### config.mk
export PLATFORM = sky130hd
export DESIGN_NAME = sampled_values_frame_parser
export DESIGN_NICKNAME = d
export VERILOG_FILES = /design/src/svfp_pkg.sv /design/src/sampled_values_frame_parser.sv
export SDC_FILE = /design/constraint.sdc
export NUM_CORES = 2
export LEC_CHECK = 0
export BUFFER_PORTS_ARGS = -buffer_cell sky130_fd_sc_hd__buf_2
export CAP_MARGIN = 20
export CORE_MARGIN = 5
export CORE_UTILIZATION = 38
export CTS_BUF_LIST = sky130_fd_sc_hd__clkbuf_4 sky130_fd_sc_hd__clkbuf_8
export DETAILED_ROUTE_END_ITERATION = 8
export PLACE_DENSITY = 0.58
export SETUP_SLACK_MARGIN = 0.1
export SYNTH_ARGS = -nofsm -noshare
export SYNTH_HDL_FRONTEND = slang
export SYNTH_SLANG_ARGS = --single-unit
### constraint.sdc
create_clock -name clk -period 8.4 [get_ports clk]
set_clock_uncertainty 0.2 [all_clocks]
set_input_delay 0.42 -clock clk [delete_from_list [all_inputs] [get_ports clk]]
set_output_delay 0.42 -clock clk [all_outputs]
set_load 0.01 [all_outputs]
### src/svfp_pkg.sv
// Shared types, field codes and 9-1 layout tables of the frame parser.
// No dependencies.
`default_nettype none
package svfp_pkg;

  localparam int MaxFrame = 2048;
  localparam int OffW     = $clog2(MaxFrame);
  localparam int FoW      = OffW + 1;
  localparam int EndW     = 17;
  localparam int Slots91  = 25;

  // Field codes.
  localparam logic [5:0] FC_DST      = 6'd0;
  localparam logic [5:0] FC_SRC      = 6'd1;
  localparam logic [5:0] FC_ETYPE    = 6'd2;
  localparam logic [5:0] FC_VLAN     = 6'd3;
  localparam logic [5:0] FC_ETYPE2   = 6'd4;
  localparam logic [5:0] FC_APPID    = 6'd5;
  localparam logic [5:0] FC_LENGTH   = 6'd6;
  localparam logic [5:0] FC_RES1     = 6'd7;
  localparam logic [5:0] FC_RES2     = 6'd8;
  localparam logic [5:0] FC_UNK_FRM  = 6'd9;
  localparam logic [5:0] FC_PDU91    = 6'd10;
  localparam logic [5:0] FC_PDU92    = 6'd11;
  localparam logic [5:0] FC_UNK_PDU  = 6'd12;
  localparam logic [5:0] FC_NOASDU91 = 6'd13;
  localparam logic [5:0] FC_NOASDU92 = 6'd28;
  localparam logic [5:0] FC_SEQ      = 6'd29;
  localparam logic [5:0] FC_ASDU     = 6'd30;
  localparam logic [5:0] FC_SVID     = 6'd31;
  localparam logic [5:0] FC_SEQDATA  = 6'd38;
  localparam logic [5:0] FC_SMPVAL   = 6'd39;
  localparam logic [5:0] FC_SMPQUAL  = 6'd40;
  localparam logic [5:0] FC_UNK_ITEM = 6'd41;
  localparam logic [5:0] FC_END      = 6'd48;

  localparam logic [7:0] TAG_PDU91 = 8'h80;
  localparam logic [7:0] TAG_PDU92 = 8'h60;
  localparam logic [7:0] TAG_SEQDT = 8'h87;
  localparam logic [7:0] TAG_ITLO  = 8'h80;
  localparam logic [7:0] TAG_ITHI  = 8'h86;
  localparam logic [15:0] ET_VLAN  = 16'h8100;
  localparam logic [15:0] ET_SV    = 16'h88BA;

  typedef struct packed {
    logic [5:0]      code;
    logic [47:0]     value;
    logic [OffW-1:0] offset;
    logic [15:0]     length;
    logic [15:0]     asdu;
    logic [7:0]      chan;
    logic            frame_end;
  } rec_t;

  function automatic rec_t mk_rec(logic [5:0] code, logic [47:0] value,
                                  logic [OffW-1:0] offset, logic [15:0] length,
                                  logic [15:0] asdu, logic [7:0] chan);
    rec_t r;
    r.code      = code;
    r.value     = value;
    r.offset    = offset;
    r.length    = length;
    r.asdu      = asdu;
    r.chan      = chan;
    r.frame_end = 1'b0;
    return r;
  endfunction

  // Field code of each slot of a 9-1 ASDU.
  function automatic logic [5:0] slot_code(logic [4:0] s);
    logic [5:0] c;
    if (s < 5'd8) c = 6'd14 + {1'b0, s};
    else if (s < 5'd20) c = 6'd22;
    else c = 6'd3 + {1'b0, s};
    return c;
  endfunction

  // Byte size of each slot of a 9-1 ASDU.
  function automatic logic [15:0] slot_size(logic [4:0] s);
    logic [15:0] z;
    if (s == 5'd1 || s == 5'd2 || s == 5'd23 || s == 5'd24) z = 16'd1;
    else z = 16'd2;
    return z;
  endfunction

endpackage
`default_nettype wire

### src/sampled_values_frame_parser.sv
// Sampled values frame parser: takes one frame byte per cycle while in_stall is low and issues one
// record per decoded field, plus an end record on the final byte. Every byte
// is parsed in the cycle it is accepted, so a byte can be taken every cycle.
// Records wait in a four-entry output queue; in_stall rises while fewer than
// two entries are free, since the final byte of a frame may yield two records
// (its own field and the end of frame). With the output side taking a record
// each cycle, the sustained rate is one byte per cycle.
// Depends on svfp_pkg.
`default_nettype none
module sampled_values_frame_parser (
  input  wire                      clk,
  input  wire                      rst_n,
  input  wire                      in_valid,
  output logic                     in_stall,
  input  wire  [7:0]               in_data_byte,
  input  wire                      in_last,
  output logic                     out_valid,
  input  wire                      out_stall,
  output logic [5:0]               out_field_code,
  output logic [47:0]              out_value,
  output logic [svfp_pkg::OffW-1:0] out_byte_offset,
  output logic [15:0]              out_field_length,
  output logic [15:0]              out_asdu_index,
  output logic [7:0]               out_channel_index,
  output logic                     out_frame_end
);
  import svfp_pkg::*;

  typedef enum logic [4:0] {
    PH_DST, PH_SRC, PH_ETYPE, PH_VLAN, PH_ETYPE2, PH_APPID, PH_LENGTH,
    PH_RES1, PH_RES2, PH_NOASDU91, PH_ASDU91, PH_CHVAL, PH_CHQUAL,
    PH_PDU_TAG, PH_TAG, PH_LEN1, PH_LENX, PH_ITEMVAL, PH_SKIP, PH_IDLE
  } phase_t;

  typedef enum logic [2:0] {
    K_PDU91, K_PDU92, K_NOASDU, K_SEQ, K_ASDU, K_ITEM
  } kind_t;

  phase_t          phase_r, phase_nxt;
  kind_t           kind_r, kind_nxt;
  logic [FoW-1:0]  fo_r, fo_nxt;
  logic [15:0]     fbc_r, fbc_nxt;
  logic [OffW-1:0] fstart_r, fstart_nxt;
  logic [15:0]     ftotal_r, ftotal_nxt;
  logic [47:0]     vshift_r, vshift_nxt;
  logic [6:0]      lbl_r, lbl_nxt;
  logic [7:0]      tag_r, tag_nxt;
  logic [15:0]     atotal_r, atotal_nxt;
  logic [15:0]     adone_r, adone_nxt;
  logic [EndW-1:0] aend_r, aend_nxt;
  logic [7:0]      ccnt_r, ccnt_nxt;
  logic [6:0]      lform_r, lform_nxt;
  logic [7:0]      hdr_r, hdr_nxt;
  logic [4:0]      slot_r, slot_nxt;
  logic [15:0]     cleft_r, cleft_nxt;
  logic [EndW-1:0] iend_r, iend_nxt;
  logic [15:0]     rlen_r, rlen_nxt;

  logic            accept;
  logic            rec_a_v, rec_b_v;
  rec_t            rec_a, rec_b;

  // Output queue.
  rec_t            q_mem [4];
  logic [1:0]      wp_r, rp_r;
  logic [2:0]      cnt_r;
  logic            pop;

  assign in_stall = (cnt_r > 3'd2);
  assign accept   = in_valid && !in_stall;

  // Parse one byte: the phase step, then the follow-up actions in order.
  always_comb begin
    logic [OffW-1:0] off;
    logic [EndW-1:0] off1;
    logic [47:0]     v;
    logic [4:0]      s;
    logic            do_len, do_fixed, do_ival, do_after, do_ifin, do_afin, do_next;

    phase_nxt  = phase_r;   kind_nxt   = kind_r;   fo_nxt     = fo_r;
    fbc_nxt    = fbc_r;     fstart_nxt = fstart_r; ftotal_nxt = ftotal_r;
    vshift_nxt = vshift_r;  lbl_nxt    = lbl_r;    tag_nxt    = tag_r;
    atotal_nxt = atotal_r;  adone_nxt  = adone_r;  aend_nxt   = aend_r;
    ccnt_nxt   = ccnt_r;    lform_nxt  = lform_r;  hdr_nxt    = hdr_r;
    slot_nxt   = slot_r;    cleft_nxt  = cleft_r;  iend_nxt   = iend_r;
    rlen_nxt   = rlen_r;
    rec_a_v = 1'b0; rec_a = '0; rec_b_v = 1'b0; rec_b = '0;
    do_len = 1'b0; do_fixed = 1'b0; do_ival = 1'b0; do_after = 1'b0;
    do_ifin = 1'b0; do_afin = 1'b0; do_next = 1'b0;
    off  = fo_r[OffW-1:0];
    off1 = EndW'(off) + EndW'(1);
    v    = '0;
    s    = '0;

    if (accept && fo_r < FoW'(MaxFrame)) begin
      // Per-phase byte handling.
      case (phase_r)
        PH_PDU_TAG: begin
          fstart_nxt = off;
          tag_nxt = in_data_byte;
          if (in_data_byte == TAG_PDU91) begin
            kind_nxt = K_PDU91; phase_nxt = PH_LEN1;
          end else if (in_data_byte == TAG_PDU92) begin
            kind_nxt = K_PDU92; phase_nxt = PH_LEN1;
          end else begin
            rec_a_v = 1'b1;
            rec_a = mk_rec(FC_UNK_PDU, 48'(in_data_byte), off, 16'd1, '0, '0);
            phase_nxt = PH_IDLE;
          end
        end
        PH_TAG: begin
          fstart_nxt = off;
          tag_nxt = in_data_byte;
          phase_nxt = PH_LEN1;
        end
        PH_LEN1: begin
          ftotal_nxt = '0;
          if (in_data_byte[7]) begin
            lform_nxt = in_data_byte[6:0];
            hdr_nxt = 8'd2 + 8'(in_data_byte[6:0]);
            if (in_data_byte[6:0] == '0) do_len = 1'b1;
            else begin
              lbl_nxt = in_data_byte[6:0];
              phase_nxt = PH_LENX;
            end
          end else begin
            ftotal_nxt = 16'(in_data_byte);
            hdr_nxt = 8'd2;
            do_len = 1'b1;
          end
        end
        PH_LENX: begin
          if (lform_r == 7'd1 || lform_r == 7'd2)
            ftotal_nxt = {ftotal_r[7:0], in_data_byte};
          if (lbl_r != '0) lbl_nxt = lbl_r - 7'd1;
          if (lbl_nxt == '0) do_len = 1'b1;
        end
        PH_ITEMVAL: begin
          vshift_nxt = {vshift_r[39:0], in_data_byte};
          fbc_nxt = fbc_r + 16'd1;
          if (fbc_nxt >= ftotal_r) do_ival = 1'b1;
        end
        PH_SKIP: begin
          if (off1 >= iend_r) do_ifin = 1'b1;
        end
        PH_IDLE: ;
        default: begin
          if (fbc_r == '0) fstart_nxt = off;
          vshift_nxt = {vshift_r[39:0], in_data_byte};
          fbc_nxt = fbc_r + 16'd1;
          if (fbc_nxt >= ftotal_r) do_fixed = 1'b1;
        end
      endcase

      // A length field has completed.
      if (do_len) begin
        rlen_nxt = 16'(hdr_nxt) + ftotal_nxt;
        case (kind_nxt)
          K_PDU91: begin
            rec_a_v = 1'b1;
            rec_a = mk_rec(FC_PDU91, 48'(ftotal_nxt), fstart_nxt, rlen_nxt, '0, '0);
            phase_nxt = PH_NOASDU91; ftotal_nxt = 16'd2; fbc_nxt = '0; vshift_nxt = '0;
          end
          K_PDU92: begin
            rec_a_v = 1'b1;
            rec_a = mk_rec(FC_PDU92, 48'(ftotal_nxt), fstart_nxt, rlen_nxt, '0, '0);
            kind_nxt = K_NOASDU; phase_nxt = PH_TAG;
          end
          K_SEQ: begin
            rec_a_v = 1'b1;
            rec_a = mk_rec(FC_SEQ, 48'(ftotal_nxt), fstart_nxt, rlen_nxt, '0, '0);
            adone_nxt = '0;
            do_next = 1'b1;
          end
          K_ASDU: begin
            rec_a_v = 1'b1;
            rec_a = mk_rec(FC_ASDU, 48'(ftotal_nxt), fstart_nxt, rlen_nxt, adone_r, '0);
            aend_nxt = off1 + EndW'(ftotal_nxt);
            if (ftotal_nxt == '0) do_afin = 1'b1;
            else begin
              kind_nxt = K_ITEM; phase_nxt = PH_TAG;
            end
          end
          default: begin
            iend_nxt = off1 + EndW'(ftotal_nxt);
            if (kind_nxt == K_ITEM && tag_r == TAG_SEQDT) begin
              cleft_nxt = {3'b000, ftotal_nxt[15:3]};
              rec_a_v = 1'b1;
              rec_a = mk_rec(FC_SEQDATA, 48'(cleft_nxt), fstart_nxt, rlen_nxt,
                             adone_r, '0);
              ccnt_nxt = '0;
              if (cleft_nxt != '0) begin
                phase_nxt = PH_CHVAL; ftotal_nxt = 16'd4; fbc_nxt = '0; vshift_nxt = '0;
              end else do_after = 1'b1;
            end else if (ftotal_nxt == '0) begin
              vshift_nxt = '0;
              do_ival = 1'b1;
            end else begin
              fbc_nxt = '0; vshift_nxt = '0; phase_nxt = PH_ITEMVAL;
            end
          end
        endcase
      end

      // A fixed-size field has completed.
      if (do_fixed) begin
        v = vshift_nxt;
        case (phase_r)
          PH_DST: begin
            rec_a_v = 1'b1; rec_a = mk_rec(FC_DST, v, fstart_nxt, ftotal_r, '0, '0);
            phase_nxt = PH_SRC; ftotal_nxt = 16'd6; fbc_nxt = '0; vshift_nxt = '0;
          end
          PH_SRC: begin
            rec_a_v = 1'b1; rec_a = mk_rec(FC_SRC, v, fstart_nxt, ftotal_r, '0, '0);
            phase_nxt = PH_ETYPE; ftotal_nxt = 16'd2; fbc_nxt = '0; vshift_nxt = '0;
          end
          PH_ETYPE: begin
            rec_a_v = 1'b1;
            if (v == 48'(ET_VLAN)) begin
              rec_a = mk_rec(FC_ETYPE, v, fstart_nxt, ftotal_r, '0, '0);
              phase_nxt = PH_VLAN; ftotal_nxt = 16'd2; fbc_nxt = '0; vshift_nxt = '0;
            end else if (v == 48'(ET_SV)) begin
              rec_a = mk_rec(FC_ETYPE, v, fstart_nxt, ftotal_r, '0, '0);
              phase_nxt = PH_APPID; ftotal_nxt = 16'd2; fbc_nxt = '0; vshift_nxt = '0;
            end else begin
              rec_a = mk_rec(FC_UNK_FRM, v, fstart_nxt, ftotal_r, '0, '0);
              phase_nxt = PH_IDLE;
            end
          end
          PH_VLAN: begin
            rec_a_v = 1'b1; rec_a = mk_rec(FC_VLAN, v, fstart_nxt, ftotal_r, '0, '0);
            phase_nxt = PH_ETYPE2; ftotal_nxt = 16'd2; fbc_nxt = '0; vshift_nxt = '0;
          end
          PH_ETYPE2: begin
            rec_a_v = 1'b1;
            if (v == 48'(ET_SV)) begin
              rec_a = mk_rec(FC_ETYPE2, v, fstart_nxt, ftotal_r, '0, '0);
              phase_nxt = PH_APPID; ftotal_nxt = 16'd2; fbc_nxt = '0; vshift_nxt = '0;
            end else begin
              rec_a = mk_rec(FC_UNK_FRM, v, fstart_nxt, ftotal_r, '0, '0);
              phase_nxt = PH_IDLE;
            end
          end
          PH_APPID: begin
            rec_a_v = 1'b1; rec_a = mk_rec(FC_APPID, v, fstart_nxt, ftotal_r, '0, '0);
            phase_nxt = PH_LENGTH; ftotal_nxt = 16'd2; fbc_nxt = '0; vshift_nxt = '0;
          end
          PH_LENGTH: begin
            rec_a_v = 1'b1; rec_a = mk_rec(FC_LENGTH, v, fstart_nxt, ftotal_r, '0, '0);
            phase_nxt = PH_RES1; ftotal_nxt = 16'd2; fbc_nxt = '0; vshift_nxt = '0;
          end
          PH_RES1: begin
            rec_a_v = 1'b1; rec_a = mk_rec(FC_RES1, v, fstart_nxt, ftotal_r, '0, '0);
            phase_nxt = PH_RES2; ftotal_nxt = 16'd2; fbc_nxt = '0; vshift_nxt = '0;
          end
          PH_RES2: begin
            rec_a_v = 1'b1; rec_a = mk_rec(FC_RES2, v, fstart_nxt, ftotal_r, '0, '0);
            phase_nxt = PH_PDU_TAG;
          end
          PH_NOASDU91: begin
            rec_a_v = 1'b1;
            rec_a = mk_rec(FC_NOASDU91, v, fstart_nxt, ftotal_r, '0, '0);
            atotal_nxt = v[15:0];
            adone_nxt = '0;
            slot_nxt = '0;
            if (v[15:0] == '0) phase_nxt = PH_IDLE;
            else begin
              phase_nxt = PH_ASDU91; ftotal_nxt = slot_size('0);
              fbc_nxt = '0; vshift_nxt = '0;
            end
          end
          PH_ASDU91: begin
            s = (slot_r >= 5'(Slots91)) ? '0 : slot_r;
            rec_a_v = 1'b1;
            rec_a = mk_rec(slot_code(s), v, fstart_nxt, ftotal_r, adone_r,
                           (s >= 5'd8 && s < 5'd20) ? 8'(s - 5'd8) : 8'd0);
            s = s + 5'd1;
            if (s >= 5'(Slots91)) begin
              s = '0;
              adone_nxt = adone_r + 16'd1;
            end
            slot_nxt = s;
            if (s == '0 && adone_nxt >= atotal_r) phase_nxt = PH_IDLE;
            else begin
              phase_nxt = PH_ASDU91; ftotal_nxt = slot_size(s);
              fbc_nxt = '0; vshift_nxt = '0;
            end
          end
          PH_CHVAL: begin
            rec_a_v = 1'b1;
            rec_a = mk_rec(FC_SMPVAL, v, fstart_nxt, ftotal_r, adone_r, ccnt_r);
            phase_nxt = PH_CHQUAL; ftotal_nxt = 16'd4; fbc_nxt = '0; vshift_nxt = '0;
          end
          default: begin
            rec_a_v = 1'b1;
            rec_a = mk_rec(FC_SMPQUAL, v, fstart_nxt, ftotal_r, adone_r, ccnt_r);
            ccnt_nxt = ccnt_r + 8'd1;
            if (cleft_r != '0) cleft_nxt = cleft_r - 16'd1;
            if (cleft_nxt != '0) begin
              phase_nxt = PH_CHVAL; ftotal_nxt = 16'd4; fbc_nxt = '0; vshift_nxt = '0;
            end else do_after = 1'b1;
          end
        endcase
      end

      // An item value has completed.
      if (do_ival) begin
        v = (ftotal_nxt <= 16'd4) ? vshift_nxt : '0;
        rec_a_v = 1'b1;
        if (kind_nxt == K_NOASDU) begin
          rec_a = mk_rec(FC_NOASDU92, v, fstart_nxt, rlen_nxt, '0, '0);
          atotal_nxt = v[15:0];
          kind_nxt = K_SEQ;
          phase_nxt = PH_TAG;
        end else begin
          if (tag_r >= TAG_ITLO && tag_r <= TAG_ITHI)
            rec_a = mk_rec(FC_SVID + 6'(tag_r - TAG_ITLO), v, fstart_nxt, rlen_nxt,
                           adone_r, '0);
          else
            rec_a = mk_rec(FC_UNK_ITEM, 48'(tag_r), fstart_nxt, rlen_nxt, adone_r, '0);
          do_ifin = 1'b1;
        end
      end

      // Sample channels are done; skip any leftover bytes of the item.
      if (do_after) begin
        if (off1 < iend_nxt) phase_nxt = PH_SKIP;
        else do_ifin = 1'b1;
      end

      // An item is done: next item or end of its ASDU.
      if (do_ifin) begin
        if (off1 < aend_nxt) begin
          kind_nxt = K_ITEM; phase_nxt = PH_TAG;
        end else do_afin = 1'b1;
      end

      if (do_afin) begin
        adone_nxt = adone_nxt + 16'd1;
        do_next = 1'b1;
      end

      if (do_next) begin
        if (adone_nxt < atotal_nxt) begin
          kind_nxt = K_ASDU; phase_nxt = PH_TAG;
        end else phase_nxt = PH_IDLE;
      end

      fo_nxt = fo_r + FoW'(1);
    end

    // Final byte: end record and return to the start of a frame.
    if (accept && in_last) begin
      rec_b_v = 1'b1;
      rec_b = mk_rec(FC_END, 48'(fo_nxt), OffW'(fo_nxt - FoW'(1)), '0, '0, '0);
      rec_b.frame_end = 1'b1;
      phase_nxt = PH_DST;  kind_nxt  = K_PDU91; fo_nxt    = '0;
      fbc_nxt   = '0;      fstart_nxt = '0;     ftotal_nxt = 16'd6;
      vshift_nxt = '0;     lbl_nxt   = '0;      tag_nxt   = '0;
      atotal_nxt = '0;     adone_nxt = '0;      aend_nxt  = '0;
      ccnt_nxt  = '0;      lform_nxt = '0;      hdr_nxt   = '0;
      slot_nxt  = '0;      cleft_nxt = '0;      iend_nxt  = '0;
      rlen_nxt  = '0;
    end
  end

  // Parse state registers.
  always_ff @(posedge clk) begin
    if (!rst_n) begin
      phase_r <= PH_DST;  kind_r  <= K_PDU91; fo_r     <= '0;
      fbc_r   <= '0;      fstart_r <= '0;     ftotal_r <= 16'd6;
      vshift_r <= '0;     lbl_r   <= '0;      tag_r    <= '0;
      atotal_r <= '0;     adone_r <= '0;      aend_r   <= '0;
      ccnt_r  <= '0;      lform_r <= '0;      hdr_r    <= '0;
      slot_r  <= '0;      cleft_r <= '0;      iend_r   <= '0;
      rlen_r  <= '0;
    end else begin
      phase_r <= phase_nxt;  kind_r  <= kind_nxt;   fo_r     <= fo_nxt;
      fbc_r   <= fbc_nxt;    fstart_r <= fstart_nxt; ftotal_r <= ftotal_nxt;
      vshift_r <= vshift_nxt; lbl_r  <= lbl_nxt;    tag_r    <= tag_nxt;
      atotal_r <= atotal_nxt; adone_r <= adone_nxt; aend_r   <= aend_nxt;
      ccnt_r  <= ccnt_nxt;   lform_r <= lform_nxt;  hdr_r    <= hdr_nxt;
      slot_r  <= slot_nxt;   cleft_r <= cleft_nxt;  iend_r   <= iend_nxt;
      rlen_r  <= rlen_nxt;
    end
  end

  // Output queue storage: the first record of a byte, then the end record.
  always_ff @(posedge clk) begin
    if (rec_a_v) q_mem[wp_r] <= rec_a;
    if (rec_b_v) begin
      if (rec_a_v) q_mem[wp_r + 2'd1] <= rec_b;
      else q_mem[wp_r] <= rec_b;
    end
  end

  assign pop = out_valid && !out_stall;

  // Queue pointers and fill count.
  always_ff @(posedge clk) begin
    if (!rst_n) begin
      wp_r  <= '0;
      rp_r  <= '0;
      cnt_r <= '0;
    end else begin
      wp_r  <= wp_r + 2'(rec_a_v) + 2'(rec_b_v);
      rp_r  <= rp_r + 2'(pop);
      cnt_r <= cnt_r + 3'(rec_a_v) + 3'(rec_b_v) - 3'(pop);
    end
  end

  assign out_valid         = (cnt_r != '0);
  assign out_field_code    = q_mem[rp_r].code;
  assign out_value         = q_mem[rp_r].value;
  assign out_byte_offset   = q_mem[rp_r].offset;
  assign out_field_length  = q_mem[rp_r].length;
  assign out_asdu_index    = q_mem[rp_r].asdu;
  assign out_channel_index = q_mem[rp_r].chan;
  assign out_frame_end     = q_mem[rp_r].frame_end;

endmodule
`default_nettype wire

=== Word-level counts from Yosys, hierarchy flattened ===
Memory sizes are Yosys's and may differ from the RTL's. A register that Yosys moved wholly into a read port is not among the register bits.
Index checks and enable logic that the tools add are counted.

* Flip-flop bits (word level): 259
* Output and inout port bits: 108
* Bits in writable memories: 424
* Input port bits: 13
* Memories kept: 1
* Logic and storage cells: 363

{| class="wikitable"
|+ Memories
! name !! words !! bits a word !! read ports !! clocked after Yosys merged registers in !! write ports !! RTL line !! text
|-
| q_mem || 4 || 106 || 1 || 1 || 2 || sampled_values_frame_parser.sv:64 || <nowiki>rec_t q_mem [4];</nowiki>
|}

* $add $sub $neg: 25
* Bitwise operators: 2
* Order comparisons: 16
* Equality and inequality tests: 36
* Mux-type cells: 218
* Reduce and logical (&&, ||, !) cells: 43

{| class="wikitable"
|+ Operators by type and width
! kind !! count
|-
| 106-bit case mux with 12 select lines || 1
|-
| 106-bit two-way mux || 9
|-
| 16-bit two-way mux || 48
|-
| 104-bit two-way mux || 6
|-
| 48-bit two-way mux || 12
|-
| 106-bit case mux with 4 select lines || 1
|-
| 48-bit case mux with 6 select lines || 1
|-
| 5-bit two-way mux || 30
|-
| 16-bit case mux with 2 select lines || 4
|-
| 16-bit case mux with 8 select lines || 1
|-
| 17-bit two-way mux || 6
|-
| 48-bit by 16-bit equality test with 1-bit output, second input constant || 2
|-
| 16-bit case mux with 6 select lines || 1
|-
| 48-bit case mux with 2 select lines || 1
|-
| 8-bit two-way mux || 9
|-
| 5-bit case mux with 12 select lines || 1
|-
| 1-bit two-way mux || 55
|-
| 16-bit by 1-bit adder with 16-bit output, second input constant || 3
|-
| 16-bit zero test || 3
|-
| 7-bit two-way mux || 6
|-
| 3-bit two-way mux || 13
|-
| 5-bit by 4-bit equality test with 1-bit output, second input constant || 7
|-
| 12-bit by 17-bit < comparator with 1-bit output || 2
|-
| 16-bit >= comparator || 2
|-
| other kinds (76) || 116
|}

=== Depth between registers and ports, before layout ===
* Depth in word-level cells: 28
* Mapped depth: 44
* Depth with buffers taken out: 39

=== Worst setup path before layout ===
OpenSTA, ideal clock, no wires.

* Path kind: register to register
* Start: register slot_r[2]
* End: register kind_r[2]
* Path slack: -0.418 ns
* Required time: 8.130 ns
* Cell stages (with the launch flop): 44
* Setup time: 0.070 ns
* Clock period less this slack: 8.818 ns
* Data arrival time: 8.548 ns
* Path buffers: 6
* Cells stage by stage: dfxtp_1 > clkbuf_1 > nor4bb_1 > or3_1 > inv_1 > clkbuf_1 > ha_1 > nand3_1 > xnor2_1 > nand2_1 > o32a_1 > clkbuf_1 > buf_1 > nor3_1 > a21oi_1 > mux2_2 > ha_1 > a21o_1 > [8 not listed] > buf_2 > nor2_1 > clkbuf_1 > a31oi_1 > ha_1 > a21o_1 > a21o_1 > a21o_1 > a21oi_1 > nor2b_1 > o21ai_0 > nand2b_1 > a21oi_1 > nand3_1 > a2111o_1 > o21ba_2 > o21ai_0 > a21oi_1

* Longest elaborated chain between the ends: 25
* Elaborated cells between the ends (all ways): 44
* Those cells by class: add/sub: 2; order compare: 5; eq/ne: 4; mux: 28; reduce/logical: 5

{| class="wikitable"
|+ Ends and longest elaborated chain
! what !! RTL line !! text
|-
| from (decl) || sampled_values_frame_parser.sv:54 || <nowiki>logic [4:0] slot_r, slot_nxt;</nowiki>
|-
| from (signal assigned) || sampled_values_frame_parser.sv:383 || <nowiki>slot_r <= slot_nxt; cleft_r <= cleft_nxt; iend_r <= iend_nxt;</nowiki>
|-
| 5-bit >= comparator || sampled_values_frame_parser.sv:273 || <nowiki>s = (slot_r >= 5'(Slots91)) ? '0 : slot_r;</nowiki>
|-
| 5-bit two-way mux * || sampled_values_frame_parser.sv:273 ||
|-
| 5-bit by 1-bit adder with 5-bit output * || sampled_values_frame_parser.sv:277 || <nowiki>s = s + 5'd1;</nowiki>
|-
| parallel branches: the longest is 19 deep, another holds 16-bit >= comparator || n/a ||
|-
| 16-bit < comparator * || sampled_values_frame_parser.sv:344 || <nowiki>if (adone_nxt < atotal_nxt) begin</nowiki>
|-
| 3-bit two-way mux * || sampled_values_frame_parser.sv:344 ||
|-
| 3-bit two-way mux * || sampled_values_frame_parser.sv:343 || <nowiki>if (do_next) begin</nowiki>
|-
| to (signal assigned) || sampled_values_frame_parser.sv:378 || <nowiki>phase_r <= phase_nxt; kind_r <= kind_nxt; fo_r <= fo_nxt;</nowiki>
|-
| to (decl) || sampled_values_frame_parser.sv:40 || <nowiki>kind_t kind_r, kind_nxt;</nowiki>
|}

Mark *: on every way between the ends. The select of a mux whose other input is x is not followed.
A chain may end at the register's enable or synchronous reset.

=== Worst setup path in the final report ===
* Start: register lform_r[2]
* End: register phase_r[4]

* Longest elaborated chain between the ends: 26
* Elaborated cells between the ends (all ways): 114
* Those cells by class: add/sub: 1; order compare: 4; eq/ne: 5; mux: 99; reduce/logical: 5

{| class="wikitable"
|+ Ends and longest elaborated chain
! what !! RTL line !! text
|-
| from (decl) || sampled_values_frame_parser.sv:52 || <nowiki>logic [6:0] lform_r, lform_nxt;</nowiki>
|-
| from (signal assigned) || sampled_values_frame_parser.sv:382 || <nowiki>ccnt_r <= ccnt_nxt; lform_r <= lform_nxt; hdr_r <= hdr_nxt;</nowiki>
|-
| 7-bit by 1-bit equality test with 1-bit output or 7-bit by 2-bit equality test with 1-bit output (tied branches) || sampled_values_frame_parser.sv:133 || <nowiki>if (lform_r == 7'd1 || lform_r == 7'd2)</nowiki>
|-
| 1-bit logical OR * || sampled_values_frame_parser.sv:133 ||
|-
| 16-bit two-way mux * || sampled_values_frame_parser.sv:133 ||
|-
| 16-bit case mux with 2 select lines * || sampled_values_frame_parser.sv:97 || <nowiki>case (phase_r)</nowiki>
|-
| 16-bit two-way mux * || sampled_values_frame_parser.sv:95 || <nowiki>if (accept && fo_r < FoW'(MaxFrame)) begin</nowiki>
|-
| parallel branches: the longest is 20 deep, another holds 48-bit two-way mux || n/a ||
|-
| 5-bit two-way mux * || sampled_values_frame_parser.sv:343 ||
|-
| to (signal assigned) || sampled_values_frame_parser.sv:378 ||
|-
| to (decl) || sampled_values_frame_parser.sv:39 || <nowiki>phase_t phase_r, phase_nxt;</nowiki>
|}

Marks and branches as above.

==> impl_metrics.yaml <==
power_and_ir_drop:
  total_leakage_power_nw: 16.59
  power_density_nw_per_um2: 236.5
  vdd_drop_max_v: 0.0001677
setup_path:
  slowest_delay_ns: 0.55
  cpMaxStageDelayCell: "or4_4"
  cp.arrival_ns: 8.57
  required_ns: 8.83
  critPathMostFrequentCell: "a21oi_2"
  critPathKind: "register to register"
  cp-start-kind: "register"
  path_max_fanout: 5
  cp-end-kind: "register"
floorplanning:
  io_pins: 121
  fp.coreArea_um2: 98130
  die-area_um2: 105000
  die_y_um: 324.0
  row_count: 115
  initial_core_util_pct: 38.17
  die_x_um: 324.0
logic_synthesis:
  synth_top_family_by_area: "compound AO/OA/AOI/OAI gates"
  synth_top_area_share_pct: 30.94
  synth_cell_type_count: 104
  synthTopCellsByCount: "dfxtp_1 (579), nand2_1 (492), nor2_1 (420)"
  ys_top_cells_by_area: "dfxtp_1 (31%), edfxtp_1 (8.3%), mux4_2 (6.4%)"
  muxShareOfSynthArea_pct: 8.925
  synthAdderAreaFrac_pct: 4.469
  synthFlopType: "dfxtp_1"
  syn_area_per_cell_um2: 8.773
  yosysWarnings: 0
  synth_edf_count: 104
  synth_nets: 4413
  ys_ff_latch: 683
  yosys.area.top_type: "dfxtp_1"
  netlist_instances: 4270
  synth_compound_area_share_pct: 23.07
  syn-cell-area_um2: 37460
  synth.most_common_cell: "dfxtp_1"
  synth_xor_area_share_pct: 2.548
  ys_seq_area_share_pct: 39.28
  synthSimpleGateAreaFrac_pct: 17.55
  async_flop_share_pct: 0
clocking:
  cts_tree: "yes"
  clkSlewWorstSetupHoldPaths_ns: 0.06
  cts_max_path_buffers: 3
  cts.htree.levels: 3
  cts_root_buf: "clkbuf_8"
  clock-sinks: 683
  clk_latency_ns: 0.82
  cts_buffers: 118
sta:
  fin_crit_sh_pct: 96.91
  finalSetupViolations: 0
  max_freq_mhz: 122.8
  min_period_ns: 8.140
  max_slew_margin_pct: 24.87
  worst_pin_slew_ns: 1.127
  hold_viol_final: 0
  drv_slew: 0
  rsz0062_at_grt: "yes"
cells_and_area:
  drive_gt1_share_pct: 19.13
  final_cell_count_no_fill: 5910
  layout.nets: 4670
  fillCellCount: 9675
  final_area_um2: 44110
  area_growth_pct: 17.75
  ff_latch_area_um2: 14720
  multi_input_area_um2: 21700
status:
  outcome: "finished clean"
grt:
  grtUsageTotal_pct: 25.79
  grt_pass1_vias: 33360
  antenna_found_initial: 2
  grt_pass1_wl_um: 210200
  grt-ovfl-total: 0
  grt_max_degree: 153
drt:
  routed_via_density: 5.983
  vias: 35360
  post_drt_wl_per_cell_um: 23.82
  drtAntennaViolNets: 0
  drt-initial-drc-count: 3400
  wl_um: 140800
  first_pass_iters: 6
  drcViolationCount: 0
placement:
  hpwl_um: 99790
  numPortBuffers: 120
  routabilityCongestion: 1.021
  placed_cell_area_um2: 40890
  place_inst: 5668
job:
  drv_cap: 0
hold_path:
  holdCritPathClass: "input port to register"
## logic make-up after synthesis
group,Yosys count
adders and majority gates,131
AOI/OAI and AO/OA,1326
xor gates and xnor gates,109
and+or+nand+nor,1418
buffers and inverters,402
DFF,683
muxes,201
## cells in the final DEF, fill, tap and decap left out, drive strengths merged, types with 27 or more instances in the layout
cell / n
nor4: 39
inv: 108
mux4: 106
a21oi: 284
o211ai: 27
and2: 29
nor3: 97
nand4: 35
o21ai: 381
xor2: 55
buf: 422
mux2i: 91
a22o: 178
xnor2: 54
o21a: 28
o22ai: 80
ha: 125
nand3: 122
a211oi: 56
a31oi: 34
clkbuf: 182
dfxtp: 579
nand2: 493
nor2: 422
a22oi: 80
edfxtp: 104
and3: 36
## registers in the layout (all words and copies together) (netlist names), 11 cells and up
name / cells
q_mem: 424
vshift_r: 48
aend_r: 17
iend_r: 17
adone_r: 16
atotal_r: 16
cleft_r: 16
fbc_r: 16
ftotal_r: 16
rlen_r: 16
fo_r: 12
fstart_r: 11
## repair_timing
action | in CTS | in global routing
setup buffers | 4 | 10
resized for setup | 17 | 66
hold buffers | 10 | 0
gates cloned | 0 | 1
pin swaps | 7 | 48
endpoints found under the setup margin | 7 | 7
endpoints found under the hold margin | 18 | 0
## critical path: cells and delay by family (launching register included)
family / cells / cell delay (ns)
xor gates and xnor gates: 2 / 0.37
adders and majority gates: 3 / 0.85
DFF: 1 / 0.30
AOI/OAI and AO/OA: 18 / 3.22
and+or+nand+nor: 13 / 2.45
buffers and inverters: 4 / 0.61
## final timing paths
kind,cells after the start,start,slack (ns),end
worst max-delay path,40,lform_r[2]$_SDFFE_PP0P_,0.26,phase_r[4]$_SDFFE_PP0P_
worst min-delay path,6,in_data_byte[7],0.05,hdr_r[3]$_SDFFE_PP0P_
worst max register to register,40,lform_r[2]$_SDFFE_PP0P_,0.26,phase_r[4]$_SDFFE_PP0P_
worst min register to register,2,q_mem[0][72]$_SDFFE_PP0P_,0.25,q_mem[0][72]$_SDFFE_PP0P_
## through the flow
| stage | hold slack [ns] | util (%) | worst slack, ns | setup TNS [ns] | power (mW) |
|---|---|---|---|---|---|
| after global placement | 0.2280 | 41.67 | -0.2157 | -1.098 | 6.992 |
| after detailed placement | 0.2370 | 41.67 | -0.3378 | -2.058 | 6.998 |
| after floorplan | 0.2198 | - | 0.1326 | 0 | 5.709 |
| final | 0.04971 | 44.95 | 0.2598 | 0 | 10.43 |
| after CTS | 0.006972 | 44.51 | 0.1000 | 0 | 10.35 |
| after global routing | 0.02847 | 44.94 | -0.07563 | -0.1542 | 10.87 |
## where the power goes
part,switching [mW],internal (mW)
Combinational,2.26,1.15
Sequential,0.169,3.52
Clock,1.46,1.87
Total,3.89,6.54
## layer usage
metal / share of wire, % / GRT usage, %
met4: 3.3 / 8.263
met5: 0 / 0
met3: 8.9 / 5.740
met2: 44 / 39.70
met1: 44 / 36.20
## final cells by class
| type | count | share of cell area, % |
|---|---|---|
| clock inverters | 31 | 0.6382 |
| repair buffers | 433 | 7.004 |
| inverters | 106 | 0.9021 |
| diodes | 3 | 0.01702 |
| multi-input cells | 3185 | 49.19 |
| well taps | 1287 | 3.651 |
| clock buffers | 182 | 5.225 |
| flip-flops and latches | 683 | 33.38 |
No activity file was read; power rests on OpenSTA's default activity.
